===== config.mk =====
export PLATFORM = sky130hd
export DESIGN_NAME = rle_palette_sprite_decoder_core_flat
export DESIGN_NICKNAME = d
export VERILOG_FILES = /design/src/hdl/rpsd_pkg.sv /design/src/hdl/rpsd_req_if.sv /design/src/hdl/rpsd_rsp_if.sv /design/src/hdl/rpsd_csr_if.sv /design/src/hdl/rpsd_csr.sv /design/src/hdl/rpsd_front.sv /design/src/hdl/rpsd_queue.sv /design/src/hdl/rpsd_back.sv /design/src/hdl/rle_palette_sprite_decoder_core.sv /design/src/flat_wrapper.sv
export SDC_FILE = /design/constraint.sdc
export NUM_CORES = 1
export LEC_CHECK = 0
export ABC_AREA = 1
export BUFFER_PORTS_ARGS = -buffer_cell sky130_fd_sc_hd__buf_2
export CORE_UTILIZATION = 44
export DETAILED_ROUTE_END_ITERATION = 10
export PLACE_DENSITY_LB_ADDON = 0.3
export SYNTH_ARGS = -nofsm -noshare
export SYNTH_HDL_FRONTEND = slang
export SYNTH_SLANG_ARGS = --single-unit
export TNS_END_PERCENT = 10

===== constraint.sdc =====
create_clock -name clock -period 7.8 [get_ports clock]
set_input_delay 0.78 -clock clock [delete_from_list [all_inputs] [get_ports clock]]
set_output_delay 0.78 -clock clock [all_outputs]
set_load 0.02 [all_outputs]

===== src/hdl/rpsd_pkg.sv =====
// Shared types and constants of the run-length palette sprite decoder.
package rpsd_pkg;

   localparam int COORD_W      = 8;
   localparam int COLOR_W      = 16;
   localparam int RUN_BYTE_W   = 8;
   localparam int LEN_W        = 6;
   localparam int VALUE_W      = 3;
   localparam int CSR_INDEX_W  = 3;
   localparam int CSR_DATA_W   = 64;
   localparam int BPP_W        = 2;
   localparam int MODE_W       = 3;
   localparam int QUEUE_DEPTH  = 2;
   localparam int WORD_ENTRIES = CSR_DATA_W / COLOR_W;

   localparam logic [BPP_W-1:0] BPP_THREE = 2'd3;

   localparam int MODE_FLIP_X = 0;
   localparam int MODE_FLIP_Y = 1;
   localparam int MODE_ALPHA  = 2;

   typedef enum logic [CSR_INDEX_W-1:0] {
      REG_ORIGIN_X      = 3'd0,
      REG_ORIGIN_Y      = 3'd1,
      REG_SPRITE_WIDTH  = 3'd2,
      REG_SPRITE_HEIGHT = 3'd3,
      REG_BITS_PER_PIX  = 3'd4,
      REG_MODE_FLAGS    = 3'd5,
      REG_PALETTE_LOW   = 3'd6,
      REG_PALETTE_HIGH  = 3'd7
   } csr_index_type;

   typedef struct packed {
      logic [COORD_W-1:0] origin_x;
      logic [COORD_W-1:0] origin_y;
      logic [COORD_W-1:0] sprite_width;
      logic [COORD_W-1:0] sprite_height;
      logic [BPP_W-1:0]   bits_per_pixel;
      logic [MODE_W-1:0]  mode_flags;
   } cfg_type;

   typedef struct packed {
      logic [LEN_W-1:0]   length;
      logic               transparent;
      logic [COLOR_W-1:0] color;
   } cmd_type;

   typedef struct packed {
      logic full;
      logic empty;
   } queue_status_type;

endpackage


===== src/hdl/rpsd_req_if.sv =====
// Run byte request channel.
interface rpsd_req_if;
   logic       valid;
   logic       ready;
   logic [7:0] run_byte;

   modport source (output valid, output run_byte, input ready);
   modport sink (input valid, input run_byte, output ready);
endinterface


===== src/hdl/rpsd_rsp_if.sv =====
// Pixel response channel.
interface rpsd_rsp_if;
   logic        valid;
   logic        ready;
   logic [7:0]  pixel_x;
   logic [7:0]  pixel_y;
   logic [15:0] pixel_color;
   logic        last_of_run;
   logic        end_of_image;

   modport source (output valid, output pixel_x, output pixel_y, output pixel_color,
                   output last_of_run, output end_of_image, input ready);
   modport sink (input valid, input pixel_x, input pixel_y, input pixel_color,
                 input last_of_run, input end_of_image, output ready);
endinterface


===== src/hdl/rpsd_csr_if.sv =====
// Configuration register write channel.
interface rpsd_csr_if;
   logic        valid;
   logic        ready;
   logic [2:0]  index;
   logic [63:0] data;

   modport source (output valid, output index, output data, input ready);
   modport sink (input valid, input index, input data, output ready);
endinterface


===== src/hdl/rpsd_csr.sv =====
// Configuration registers and palette storage.
module rpsd_csr #(
   parameter int PALETTE_ENTRIES = 8
) (
   input  logic                    clock,
   input  logic                    reset,
   rpsd_csr_if.sink                csr_ch,
   output rpsd_pkg::cfg_type       cfg,
   output logic [rpsd_pkg::COLOR_W-1:0] palette [PALETTE_ENTRIES]
);
   import rpsd_pkg::*;

   cfg_type            cfg_ff;
   cfg_type            cfg_in;
   logic [COLOR_W-1:0] pal_ff [PALETTE_ENTRIES];
   logic               wr;

   assign csr_ch.ready = 1'b1;
   assign wr           = csr_ch.valid;
   assign cfg          = cfg_ff;
   assign palette      = pal_ff;

   always_comb begin
      cfg_in = cfg_ff;
      if (wr) begin
         case (csr_index_type'(csr_ch.index))
            REG_ORIGIN_X:      cfg_in.origin_x = csr_ch.data[COORD_W-1:0];
            REG_ORIGIN_Y:      cfg_in.origin_y = csr_ch.data[COORD_W-1:0];
            REG_SPRITE_WIDTH:  cfg_in.sprite_width = csr_ch.data[COORD_W-1:0];
            REG_SPRITE_HEIGHT: cfg_in.sprite_height = csr_ch.data[COORD_W-1:0];
            REG_BITS_PER_PIX:  cfg_in.bits_per_pixel = csr_ch.data[BPP_W-1:0];
            REG_MODE_FLAGS:    cfg_in.mode_flags = csr_ch.data[MODE_W-1:0];
            default:           cfg_in = cfg_ff;
         endcase
      end
   end

   always_ff @(posedge clock) begin
      if (reset) begin
         cfg_ff <= '{origin_x: '0, origin_y: '0, sprite_width: '0, sprite_height: '0,
                     bits_per_pixel: 2'd2, mode_flags: '0};
      end else begin
         cfg_ff <= cfg_in;
      end
   end

   for (genvar e = 0; e < PALETTE_ENTRIES; e++) begin : g_pal
      localparam csr_index_type WORD_REG = (e < WORD_ENTRIES) ? REG_PALETTE_LOW
                                                               : REG_PALETTE_HIGH;
      localparam int SLOT = e % WORD_ENTRIES;
      always_ff @(posedge clock) begin
         if (reset) begin
            pal_ff[e] <= '0;
         end else if (wr && csr_index_type'(csr_ch.index) == WORD_REG) begin
            pal_ff[e] <= csr_ch.data[SLOT*COLOR_W +: COLOR_W];
         end
      end
   end

endmodule


===== src/hdl/rpsd_front.sv =====
// Front end: accepts run bytes, decodes them and drops zero-length runs and runs on an empty or off-screen sprite.
module rpsd_front #(
   parameter int PALETTE_ENTRIES = 8
) (
   rpsd_req_if.sink                     req_ch,
   input  rpsd_pkg::cfg_type            cfg,
   input  logic [rpsd_pkg::COLOR_W-1:0] palette [PALETTE_ENTRIES],
   input  rpsd_pkg::queue_status_type   q_status,
   output logic                         push,
   output rpsd_pkg::cmd_type            push_data
);
   import rpsd_pkg::*;

   logic               wide_value;
   logic [VALUE_W-1:0] value;
   logic [LEN_W-1:0]   length;
   logic               alpha;
   logic [VALUE_W-1:0] pal_idx;
   logic [COLOR_W-1:0] color;
   logic               overflow;
   logic               skip;

   assign req_ch.ready = !q_status.full;

   always_comb begin
      wide_value = (cfg.bits_per_pixel == BPP_THREE);
      if (wide_value) begin
         value  = req_ch.run_byte[7:5];
         length = {1'b0, req_ch.run_byte[4:0]};
      end else begin
         value  = {1'b0, req_ch.run_byte[7:6]};
         length = req_ch.run_byte[5:0];
      end
      alpha   = cfg.mode_flags[MODE_ALPHA];
      pal_idx = alpha ? value - 3'd1 : value;
      color   = '0;
      for (int e = 0; e < PALETTE_ENTRIES; e++) begin
         if (pal_idx == VALUE_W'(e)) begin
            color = palette[e];
         end
      end
      overflow = ({1'b0, cfg.origin_x} + {1'b0, cfg.sprite_width} > 9'd255)
              || ({1'b0, cfg.origin_y} + {1'b0, cfg.sprite_height} > 9'd255);
      skip = (length == '0) || (cfg.sprite_width == '0) || (cfg.sprite_height == '0)
          || overflow;
      push_data.length      = length;
      push_data.transparent = alpha && (value == '0);
      push_data.color       = color;
      push = req_ch.valid && req_ch.ready && !skip;
   end

endmodule


===== src/hdl/rpsd_queue.sv =====
// Short queue of decoded runs between the front and back ends.
module rpsd_queue (
   input  logic                       clock,
   input  logic                       reset,
   input  logic                       push,
   input  rpsd_pkg::cmd_type          push_data,
   input  logic                       pop,
   output rpsd_pkg::cmd_type          pop_data,
   output rpsd_pkg::queue_status_type q_status
);
   import rpsd_pkg::*;

   localparam int PTR_W = (QUEUE_DEPTH > 1) ? $clog2(QUEUE_DEPTH) : 1;
   localparam int CNT_W = $clog2(QUEUE_DEPTH + 1);

   cmd_type          mem_ff [QUEUE_DEPTH];
   logic [PTR_W-1:0] wr_ptr_ff, wr_ptr_in;
   logic [PTR_W-1:0] rd_ptr_ff, rd_ptr_in;
   logic [CNT_W-1:0] count_ff, count_in;

   always_comb begin
      wr_ptr_in = wr_ptr_ff;
      rd_ptr_in = rd_ptr_ff;
      count_in  = count_ff;
      if (push) begin
         wr_ptr_in = (wr_ptr_ff == PTR_W'(QUEUE_DEPTH - 1)) ? '0 : wr_ptr_ff + 1'b1;
      end
      if (pop) begin
         rd_ptr_in = (rd_ptr_ff == PTR_W'(QUEUE_DEPTH - 1)) ? '0 : rd_ptr_ff + 1'b1;
      end
      if (push && !pop) begin
         count_in = count_ff + 1'b1;
      end else if (pop && !push) begin
         count_in = count_ff - 1'b1;
      end
      q_status.full  = (count_ff == CNT_W'(QUEUE_DEPTH));
      q_status.empty = (count_ff == '0);
      pop_data       = mem_ff[rd_ptr_ff];
   end

   always_ff @(posedge clock) begin
      if (reset) begin
         wr_ptr_ff <= '0;
         rd_ptr_ff <= '0;
         count_ff  <= '0;
      end else begin
         wr_ptr_ff <= wr_ptr_in;
         rd_ptr_ff <= rd_ptr_in;
         count_ff  <= count_in;
      end
   end

   always_ff @(posedge clock) begin
      if (push) begin
         mem_ff[wr_ptr_ff] <= push_data;
      end
   end

endmodule


===== src/hdl/rpsd_back.sv =====
// Back end: expands one run a pixel per cycle, unless the receiver stalls, into a registered response.
module rpsd_back (
   input  logic                       clock,
   input  logic                       reset,
   input  rpsd_pkg::cfg_type          cfg,
   input  rpsd_pkg::queue_status_type q_status,
   input  rpsd_pkg::cmd_type          pop_data,
   output logic                       pop,
   rpsd_rsp_if.source                 rsp_ch
);
   import rpsd_pkg::*;

   logic               busy_ff, busy_in;
   logic [COORD_W-1:0] col_ff, col_in;
   logic [COORD_W-1:0] row_ff, row_in;
   logic [LEN_W-1:0]   rem_ff, rem_in;
   cmd_type            cmd_ff;
   logic               out_valid_ff, out_valid_in;
   logic [COORD_W-1:0] out_x_ff, out_y_ff;
   logic [COLOR_W-1:0] out_color_ff;
   logic               out_last_ff, out_end_ff;

   logic               out_free;
   logic               step;
   logic               emit;
   logic               col_wrap;
   logic               done;
   logic               last;
   logic [COORD_W-1:0] px, py;

   always_comb begin
      out_free = !out_valid_ff || rsp_ch.ready;
      pop      = !busy_ff && !q_status.empty;
      step     = busy_ff && (cmd_ff.transparent || out_free);
      emit     = step && !cmd_ff.transparent;
      col_wrap = (col_ff + 8'd1 == cfg.sprite_width);
      done     = col_wrap && (row_ff + 8'd1 == cfg.sprite_height);
      last     = (rem_ff == LEN_W'(1)) || done;
      px = cfg.mode_flags[MODE_FLIP_X] ? cfg.sprite_width - 8'd1 - col_ff : col_ff;
      py = cfg.mode_flags[MODE_FLIP_Y] ? cfg.sprite_height - 8'd1 - row_ff : row_ff;

      busy_in = busy_ff;
      col_in  = col_ff;
      row_in  = row_ff;
      rem_in  = rem_ff;
      if (pop) begin
         busy_in = 1'b1;
         rem_in  = pop_data.length;
         if (col_ff >= cfg.sprite_width || row_ff >= cfg.sprite_height) begin
            col_in = '0;
            row_in = '0;
         end
      end else if (step) begin
         rem_in  = rem_ff - 1'b1;
         busy_in = !last;
         col_in  = col_wrap ? '0 : col_ff + 8'd1;
         if (done) begin
            row_in = '0;
         end else if (col_wrap) begin
            row_in = row_ff + 8'd1;
         end
      end

      if (emit) begin
         out_valid_in = 1'b1;
      end else if (rsp_ch.ready) begin
         out_valid_in = 1'b0;
      end else begin
         out_valid_in = out_valid_ff;
      end

      rsp_ch.valid        = out_valid_ff;
      rsp_ch.pixel_x      = out_x_ff;
      rsp_ch.pixel_y      = out_y_ff;
      rsp_ch.pixel_color  = out_color_ff;
      rsp_ch.last_of_run  = out_last_ff;
      rsp_ch.end_of_image = out_end_ff;
   end

   always_ff @(posedge clock) begin
      if (reset) begin
         busy_ff      <= 1'b0;
         col_ff       <= '0;
         row_ff       <= '0;
         rem_ff       <= '0;
         out_valid_ff <= 1'b0;
      end else begin
         busy_ff      <= busy_in;
         col_ff       <= col_in;
         row_ff       <= row_in;
         rem_ff       <= rem_in;
         out_valid_ff <= out_valid_in;
      end
   end

   always_ff @(posedge clock) begin
      if (pop) begin
         cmd_ff <= pop_data;
      end
      if (emit) begin
         out_x_ff     <= cfg.origin_x + px;
         out_y_ff     <= cfg.origin_y + py;
         out_color_ff <= cmd_ff.color;
         out_last_ff  <= last;
         out_end_ff   <= done;
      end
   end

endmodule


===== src/hdl/rle_palette_sprite_decoder_core.sv =====
// Top level of the run-length palette sprite decoder.
//
// Each request transaction carries one run byte: the colour value sits in the top
// two or three bits and the run length in the rest. The block expands the run into
// pixel response transactions in raster order over the configured sprite, each with
// screen coordinates, an RGB565 palette colour and last-of-run and end-of-image flags.
// Configuration registers are written through the csr channel, which is always ready;
// the user must write them only while the block is idle; the block does not enforce it.
// The expander loads a run only when idle and then steps through its pixels in turn,
// counted down by the remaining-length counter of the back end. The first pixel of a run
// passes the run queue, the run register of the back end and the response register
// before it appears on the response port. Transparent pixels are stepped like the
// others but give no response. Runs with zero length, an empty sprite or a placement
// past the screen edge are dropped in the front end at once.
// Reset restores the register defaults, empties the two-entry run queue and sets
// the position counters to the top-left corner.
// When the receiver stalls, the current pixel holds on the response port and the
// expansion of opaque pixels pauses; the queue keeps accepting runs until it is full.
module rle_palette_sprite_decoder_core #(
   parameter int PALETTE_ENTRIES = 8
) (
   input logic        clock,
   input logic        reset,
   rpsd_req_if.sink   req_ch,
   rpsd_rsp_if.source rsp_ch,
   rpsd_csr_if.sink   csr_ch
);
   import rpsd_pkg::*;

   cfg_type            cfg;
   logic [COLOR_W-1:0] palette [PALETTE_ENTRIES];
   queue_status_type   q_status;
   logic               push;
   cmd_type            push_data;
   logic               pop;
   cmd_type            pop_data;

   rpsd_csr #(.PALETTE_ENTRIES(PALETTE_ENTRIES)) u_csr (
      .clock   (clock),
      .reset   (reset),
      .csr_ch  (csr_ch),
      .cfg     (cfg),
      .palette (palette)
   );

   rpsd_front #(.PALETTE_ENTRIES(PALETTE_ENTRIES)) u_front (
      .req_ch    (req_ch),
      .cfg       (cfg),
      .palette   (palette),
      .q_status  (q_status),
      .push      (push),
      .push_data (push_data)
   );

   rpsd_queue u_queue (
      .clock     (clock),
      .reset     (reset),
      .push      (push),
      .push_data (push_data),
      .pop       (pop),
      .pop_data  (pop_data),
      .q_status  (q_status)
   );

   rpsd_back u_back (
      .clock    (clock),
      .reset    (reset),
      .cfg      (cfg),
      .q_status (q_status),
      .pop_data (pop_data),
      .pop      (pop),
      .rsp_ch   (rsp_ch)
   );

endmodule

===== src/flat_wrapper.sv =====
// flat-port wrapper written by rule: the top's interface ports become plain ports
module rle_palette_sprite_decoder_core_flat import rpsd_pkg::*;
#(
   parameter int PALETTE_ENTRIES = 8
)
  (clock, reset, req_ch_valid, req_ch_run_byte, req_ch_ready, rsp_ch_valid, rsp_ch_pixel_x, rsp_ch_pixel_y, rsp_ch_pixel_color, rsp_ch_last_of_run, rsp_ch_end_of_image, rsp_ch_ready, csr_ch_valid, csr_ch_index, csr_ch_data, csr_ch_ready);
  rpsd_req_if req_ch_i ();
  rpsd_rsp_if rsp_ch_i ();
  rpsd_csr_if csr_ch_i ();
  input logic clock;
  input logic reset;
  input wire logic [$bits(req_ch_i.valid)-1:0] req_ch_valid;
  input wire logic [$bits(req_ch_i.run_byte)-1:0] req_ch_run_byte;
  output wire logic [$bits(req_ch_i.ready)-1:0] req_ch_ready;
  output wire logic [$bits(rsp_ch_i.valid)-1:0] rsp_ch_valid;
  output wire logic [$bits(rsp_ch_i.pixel_x)-1:0] rsp_ch_pixel_x;
  output wire logic [$bits(rsp_ch_i.pixel_y)-1:0] rsp_ch_pixel_y;
  output wire logic [$bits(rsp_ch_i.pixel_color)-1:0] rsp_ch_pixel_color;
  output wire logic [$bits(rsp_ch_i.last_of_run)-1:0] rsp_ch_last_of_run;
  output wire logic [$bits(rsp_ch_i.end_of_image)-1:0] rsp_ch_end_of_image;
  input wire logic [$bits(rsp_ch_i.ready)-1:0] rsp_ch_ready;
  input wire logic [$bits(csr_ch_i.valid)-1:0] csr_ch_valid;
  input wire logic [$bits(csr_ch_i.index)-1:0] csr_ch_index;
  input wire logic [$bits(csr_ch_i.data)-1:0] csr_ch_data;
  output wire logic [$bits(csr_ch_i.ready)-1:0] csr_ch_ready;
  assign req_ch_i.valid = req_ch_valid;
  assign req_ch_i.run_byte = req_ch_run_byte;
  assign req_ch_ready = req_ch_i.ready;
  assign rsp_ch_valid = rsp_ch_i.valid;
  assign rsp_ch_pixel_x = rsp_ch_i.pixel_x;
  assign rsp_ch_pixel_y = rsp_ch_i.pixel_y;
  assign rsp_ch_pixel_color = rsp_ch_i.pixel_color;
  assign rsp_ch_last_of_run = rsp_ch_i.last_of_run;
  assign rsp_ch_end_of_image = rsp_ch_i.end_of_image;
  assign rsp_ch_i.ready = rsp_ch_ready;
  assign csr_ch_i.valid = csr_ch_valid;
  assign csr_ch_i.index = csr_ch_index;
  assign csr_ch_i.data = csr_ch_data;
  assign csr_ch_ready = csr_ch_i.ready;
  rle_palette_sprite_decoder_core #(.PALETTE_ENTRIES(PALETTE_ENTRIES)) u_core (.clock(clock), .reset(reset), .req_ch(req_ch_i), .rsp_ch(rsp_ch_i), .csr_ch(csr_ch_i));
endmodule

==> metrics.md, run 1 <==
| Metric | Value |
|---|---|
| Postcts setup bufs | `0` |
| Clk_lat worst skew | `0.58 ns` |
| Final Hold Viols | `0` |
| Die area | `32260 um^2` |
| GP Congestion | `0.9550` |
| Max-cap violations | `0` |
| Endpoints failing setup | `0` |
| Worst Path Required | `~8 ns` |
| Clock-pin transition on the worst setup and hold timing paths | `0.06 ns` |
| RSZ-0062 raised after global routing | `no` |
| Slew @ Worst Pin | `1.161 ns` |
| Most frequent cell after synthesis | `nand2_1` |
| Netlist cell types | `48` |
| Crit path time final | `3.234 ns` |
| Critical-path cell list | `inv_1 -> ha_1 -> inv_1 -> fa_1 -> o21ai_0 -> inv_1 -> o21ai_0 -> nand2_1 -> nand3_1 -> o21ai_0 -> ha_1 -> nand2_1 -> inv_1 -> nand4_1 -> o211ai_1 -> xor2_1 -> a21o_1 -> nand2_1` |
| Slowest stage delay, CP | `0.39 ns` |
| Post-route DRC | `7` |
| Hpwl dp | `around 26000 um` |
| Layout cell share with drive strength beyond 1 | `11.69%` |
| Synthesized Nets | `1880` |
| Total routed wirelength | `37870 um` |
| Final nets | `1965` |
| CTS max path bufs | `3` |
| Setup TNS | `0 ns` |
| Die Span X | `179.6 um` |
| Cell taking the most area after synthesis | `dfxtp_1` |
| Max Clk Rate | `between 300 and 400 MHz` |
| Yosys warning count | `0` |
| DRT Pass-1 Iters | `8` |
| Synthesized instance count | `1729` |
| Synth async-reset ratio | `0%` |
| Min-delay src | `u_core.u_back.cmd_ff[0]` |
| Final Slew Violations | `0` |
| Multi-input gate area | `6213 um^2` |
| Pin count of the biggest net entering global routing | `139` |
| Cell Rows | `64` |
| Failing checks | `DRC` |
| Power per Cell Area | `292.3 nW/um^2` |
| Via count of the routed design | `around 12000` |
| Initial core utilization | `45.02%` |
| Leakage | `6.888 nW` |
| Critical path class | `reg -> reg` |
| Top_reg_cell synth | `dfxtp_1` |
| Crit-path slowest cell | `fa_1` |
| Crit. End Element | `flip-flop` |
| Via count of the first global-routing pass | `around 11000` |
| Final Power | `about 0.0046 W` |
| Core ar. | `about 31000 um^2` |
| Routed wire length per instance | `16.95 um` |
| Initial antenna violation count | `0` |
| Synthesized area per cell | `8.028 um^2` |
| Port Buf Inserts | `~120` |
| Critical path arrival | `3.57 ns` |
| Seq/Total Area, Yosys | `48.96%` |
| CP Buf/Inv Count | `4` |
| Cts bufs inserted | `31` |
| Height of the die | `179.6 um` |
| Sequential Area | `6797 um^2` |
| Post-CTS resize count | `0` |
| Initial DRC count | `958` |
| Global-route wire length before repair | `60130 um` |
| Status | `finished, violations left` |
| CP Launch Point | `u_core.u_back.row_ff[0]` |
| Post-route clock period utilization | `around two fifths` |
| Peak supply drop | `between 0.15 and 0.2 mV` |
| Global Route Usage Sum | `23.27%` |
| Routed Antenna Nets | `0` |
| HP Class | `reg -> reg` |
| Critical R2R Launch | `u_core.u_back.row_ff[0]` |
| Final global-route overflow total | `0` |
| Synth area leaders | `dfxtp_1 (28%), edfxtp_1 (21%), nand2_1 (8.8%)` |
| Reg2Reg Depth | `18` |
| Cts hold-fix bufs | `0` |
| IO Count | `117` |
| Most frequent cells after synthesis | `nand2_1 (324), nor2_1 (323), o21ai_0 (197)` |
| Critical path depth | `18` |
| Max Fanout on Critical Path | `6` |
| Worst Skew | `0.009559 ns` |
| Layout area overhead | `13.66%` |
| Inserted Diodes | `0` |
| Post-synthesis instance area | `13880 um^2` |
| H-tree levels | `1` |
| CTS tree | `done` |
| Crit path max-delay family | `adder cells` |
| Fillers | `2907` |
| Crit path top cell by count | `inv_1` |
| Synthesized flop and latch total | `291` |
| Fin util | `51.18%` |
| CP startpoint kind | `flip-flop` |
| Post-synth top area share | `27.98%` |
| Worst hold path cell count | `0` |
| Via density | `roughly 5.3` |
| CTS Root Cell | `clkbuf_16` |
| Hold Slack | `between 0.4 and 0.5 ns` |
| Post-synth EDFFs | `between 90 and 100` |
| CTS Sinks | `291` |
| Max-slew headroom | `22.63%` |
-- worst register-to-register path: cells and delay by family, from the launching register on --
kind / cells / cell delay [ns]
buffers and inverters: 4 / 0.40
AND/OR/NAND/NOR: 5 / 0.36
adder cells (fa/ha/maj): 3 / 0.94
AO/OA/AOI/OAI: 5 / 0.75
flip-flops: 1 / 0.35
XOR/XNOR: 1 / 0.20
-- registers in the layout, indices dropped and copies added (netlist names), 2 cells and up, named ones only --
| signal | cells |
|---|---|
| u_core.u_back.cmd_ff | 17 |
| u_core.u_back.col_ff | 8 |
| u_core.u_back.rem_ff | 6 |
| u_core.u_back.row_ff | 8 |
| u_core.u_back.rsp_ch.pixel_color | 16 |
| u_core.u_back.rsp_ch.pixel_x | 8 |
| u_core.u_back.rsp_ch.pixel_y | 8 |
| u_core.u_csr.cfg | 37 |
| u_core.u_csr.palette | 128 |
| u_core.u_queue.count_ff | 2 |
| u_core.u_queue.mem_ff | 46 |
-- cells by family after synthesis --
| group | count (synthesis) | share of synthesized area, % |
|---|---|---|
| AOI/OAI and AO/OA | 338 | 12.84 |
| xor gates and xnor gates | 24 | 1.839 |
| adders and majority gates | 71 | 6.724 |
| buffers and inverters | 223 | 6.346 |
| DFF | 291 | 48.96 |
| other | 1 | 0.02702 |
| and+or+nand+nor | 781 | 23.26 |
-- metrics by stage --
step / instances / area [um^2] / setup slack (ns)
2_1_floorplan: 1729 / 13880 / 4.932
3_3_place_gp: 2177 / 14720 / 4.541
3_5_place_dp: 2177 / 14720 / 4.475
4_1_cts: 2235 / 15780 / 4.574
5_1_grt: 2235 / 15780 / 4.265
6_report: 2235 / 15780 / 4.566
-- where the power goes --
group	internal, W	switching [W]	total, W
logic	0.000377	0.000805	0.00118
clock network	0.000873	0.000624	0.00150
registers	0.00180	0.000135	0.00193
-- placed cells by master (no fill, tap or decap), types with 3 or more instances in the layout --
cell type and instances:
a21oi_1 102, a31oi_1 4, buf_2 115, buf_4 9, clkbuf_16 33, clkbuf_8 7
clkinv_1 3, clkinv_2 9, dfxtp_1 194, edfxtp_1 97, fa_1 6, ha_1 65
inv_1 139, inv_2 8, nand2_1 324, nand3_1 63, nand4_1 32, nor2_1 319
nor2_2 6, nor3_1 18, nor3_4 5, o211ai_1 8, o21ai_0 197, o21ai_1 8
o22ai_1 5, or2_2 4, xnor2_1 3, xor2_1 18
-- cell type report --
type	count	area share [%]
multi-input combinational	1215	39.38
timing repair buffer	124	4.076
clock inverter	15	0.7772
tap	396	3.140
inverter	151	3.624
clock buffer	43	5.924
sequential	291	43.08
-- metal layers --
layer	vias up	share of wire, %	GRT usage (%)
li1	5868	-	-
met5	-	0	0
met4	0	1.9	6.207
met3	53	6.6	2.451
met1	5492	46	32.98
met2	418	45	37.83
-- worst paths after layout --
kind | to | slack [ns]
worst max-delay path | u_core.u_back.rsp_ch.pixel_y[7] | 4.57
worst min-delay path | u_core.u_back.rsp_ch.pixel_color[0] | 0.42
worst max register to register | u_core.u_back.rsp_ch.pixel_y[7] | 4.57
worst min register to register | u_core.u_back.rsp_ch.pixel_color[0] | 0.42
(Power assumes the default switching activity.)
==> inputs of run 2 (changes only) <==
- clock period: 7.8 -> 3 ns (I/O delays scaled with it)
==> metrics.md, run 2 (same netlist as run 1, synthesis figures left out) <==
| Metric | Value |
|---|---|
| Status | `finished, violations left` |
| Failing checks | `DRC` |
| Placed cell count | `2219` |
| CP startpoint kind | `flip-flop` |
| Leakage | `7.314 nW` |
| Pin count of the biggest net entering global routing | `90` |
| Largest register FFs | `roughly 130` |
| Via count of the first global-routing pass | `11240` |
| RSZ-0062 raised after global routing | `yes` |
| IO Count | `117` |
| Total routed wirelength | `37910 um` |
| CTS max path bufs | `3` |
| Sequential Area | `about 6800 um^2` |
| DRT Pass-1 Iters | `8` |
| Via density | `5.152` |
| Final Hold Viols | `0` |
| Post-route clock period utilization | `94.10%` |
| Max-slew headroom | `45.06%` |
| Final nets | `roughly 2000` |
| Most frequent cells in the layout | `nand2_1 (324), nor2_1 (319), o21ai_0 (193), dfxtp_1 (190), inv_1 (137)` |
| Max-cap violations | `0` |
| Worst Path Required | `3.34 ns` |
| Hpwl dp | `25970 um` |
| Fillers | `2846` |
| Post-Layout Cell Count | `2328` |
| Critical path class | `reg -> reg` |
| Max Fanout on Critical Path | `6` |
| CTS tree | `done` |
| Slowest stage delay, CP | `0.41 ns` |
| Core ar. | `approximately 30000 um^2` |
| Max Clk Rate | `354.2 MHz` |
| Power per Cell Area | `roughly 730 nW/um^2` |
| Clk_lat worst skew | `0.57 ns` |
| Slew @ Worst Pin | `0.8231 ns` |
| Inserted Diodes | `0` |
| Crit-path slowest cell | `dfxtp_2` |
| Crit path time final | `2.823 ns` |
| HP Class | `in -> reg` |
| CTS Root Cell | `clkbuf_16` |
| Final Slew Violations | `0` |
| Final Power | `0.01217 W` |
| Setup TNS | `0 ns` |
| Height of the die | `179.6 um` |
| Multi-input gate area | `~6300 um^2` |
| Cell Rows | `64` |
| Final global-route overflow total | `0` |
| Via count of the routed design | `11990` |
| GP Congestion | `0.9193` |
| Initial DRC count | `1147` |
| Most common cell after layout, fill and taps aside | `nand2_1` |
| Critical-path cell list | `inv_1 -> ha_1 -> nand3_1 -> nand2_1 -> nand2_1 -> nand2_1 -> a21oi_1 -> nand2_1 -> nand2_1 -> o22ai_1 -> ha_1 -> nand2_1 -> inv_1 -> nand4_1 -> o211ai_1 -> xor2_1 -> a21o_1 -> nand2_1` |
| Endpoints failing setup | `0` |
| Die area | `32260 um^2` |
| Port Buf Inserts | `115` |
| Peak supply drop | `0.4254 mV` |
| Hold Slack | `0.02224 ns` |
| Initial core utilization | `45.02%` |
| Routed wire length per instance | `16.28 um` |
| Clock-pin transition on the worst setup and hold timing paths | `0.06 ns` |
| Crit path top cell by count | `nand2_1` |
| Layout cell share with drive strength beyond 1 | `between 10% and 20%` |
| Layout area overhead | `19.99%` |
| Cts bufs inserted | `31` |
| Routed Antenna Nets | `0` |
| Crit. End Element | `flip-flop` |
| CTS Sinks | `291` |
| Worst Skew | `0.008279 ns` |
| H-tree levels | `1` |
| Post-route DRC | `7` |
| Die Span X | `179.6 um` |
| Global-route wire length before repair | `60340 um` |
| Global Route Usage Sum | `23.23%` |
| Initial antenna violation count | `0` |
| Critical path arrival | `3.16 ns` |
-- run 2: worst paths after layout --
path	depth (start not counted)	slack, ns	to	startpoint
worst max-delay path	18	0.18	u_core.u_back.rsp_ch.pixel_x[7]	u_core.u_back.col_ff[1]
worst min-delay path	3	0.02	u_core.u_csr.palette[74]	csr_ch_data[58]
worst max register to register	18	0.18	u_core.u_back.rsp_ch.pixel_x[7]	u_core.u_back.col_ff[1]
worst min register to register	0	0.42	u_core.u_back.rsp_ch.pixel_color[12]	u_core.u_back.cmd_ff[12]
-- run 2: where the power goes --
part / internal, W / total [W] / switching (W)
Clock: 0.00211 / 0.00372 / 0.00161
Combinational: 0.00125 / 0.00357 / 0.00231
Sequential: 0.00468 / 0.00488 / 0.000207
Total: 0.00804 / 0.0122 / 0.00413
-- run 2: final cells by class --
cell class,instances,area share [%]
Timing Repair Buffer,218,9.150
Clock buffer,45,5.476
Sequential cell,291,40.84
Inverter,151,3.433
Tap cell,396,2.975
Clock inverter,12,0.4808
Multi-Input combinational cell,1215,37.65
-- run 2: timing repair --
item / CTS / global route
hold buffers: 50 / 0
buffers inserted: 0 / 2
pin swaps: 0 / 14
endpoints found under the setup margin: 1 / 3
gates resized for setup: 1 / 23
endpoints found under the hold margin: 81 / 0
-- run 2: metal layers --
metal  vias up  part of all wire, %  track usage (%)
li1       6049                    -                -
met1      5525                   47            33.53
met2       359                   45            36.92
met3        60                  6.4            2.694
met4         0                  2.1            6.069
met5         -                    0                0
-- run 2: per-stage QoR --
step / setup WS, ns / utilization (%) / area (um^2)
after floorplan: 0.1325 / - / 13880
after global placement: 0.06409 / 48.93 / 15090
after detailed placement: -0.001361 / 48.93 / 15090
after CTS: 0.002667 / 53.77 / 16580
after global routing: -0.04635 / 54.03 / 16660
final: 0.1769 / 54.03 / 16660
-- run 2: worst max-delay path: cells and delay by family, from the launching register on --
kind | cells | cell delay [ns]
flip-flops | 1 | 0.41
adder cells (fa/ha/maj) | 2 | 0.67
AO/OA/AOI/OAI | 4 | 0.46
buffers and inverters | 2 | 0.14
AND/OR/NAND/NOR | 9 | 0.70
XOR/XNOR | 1 | 0.21
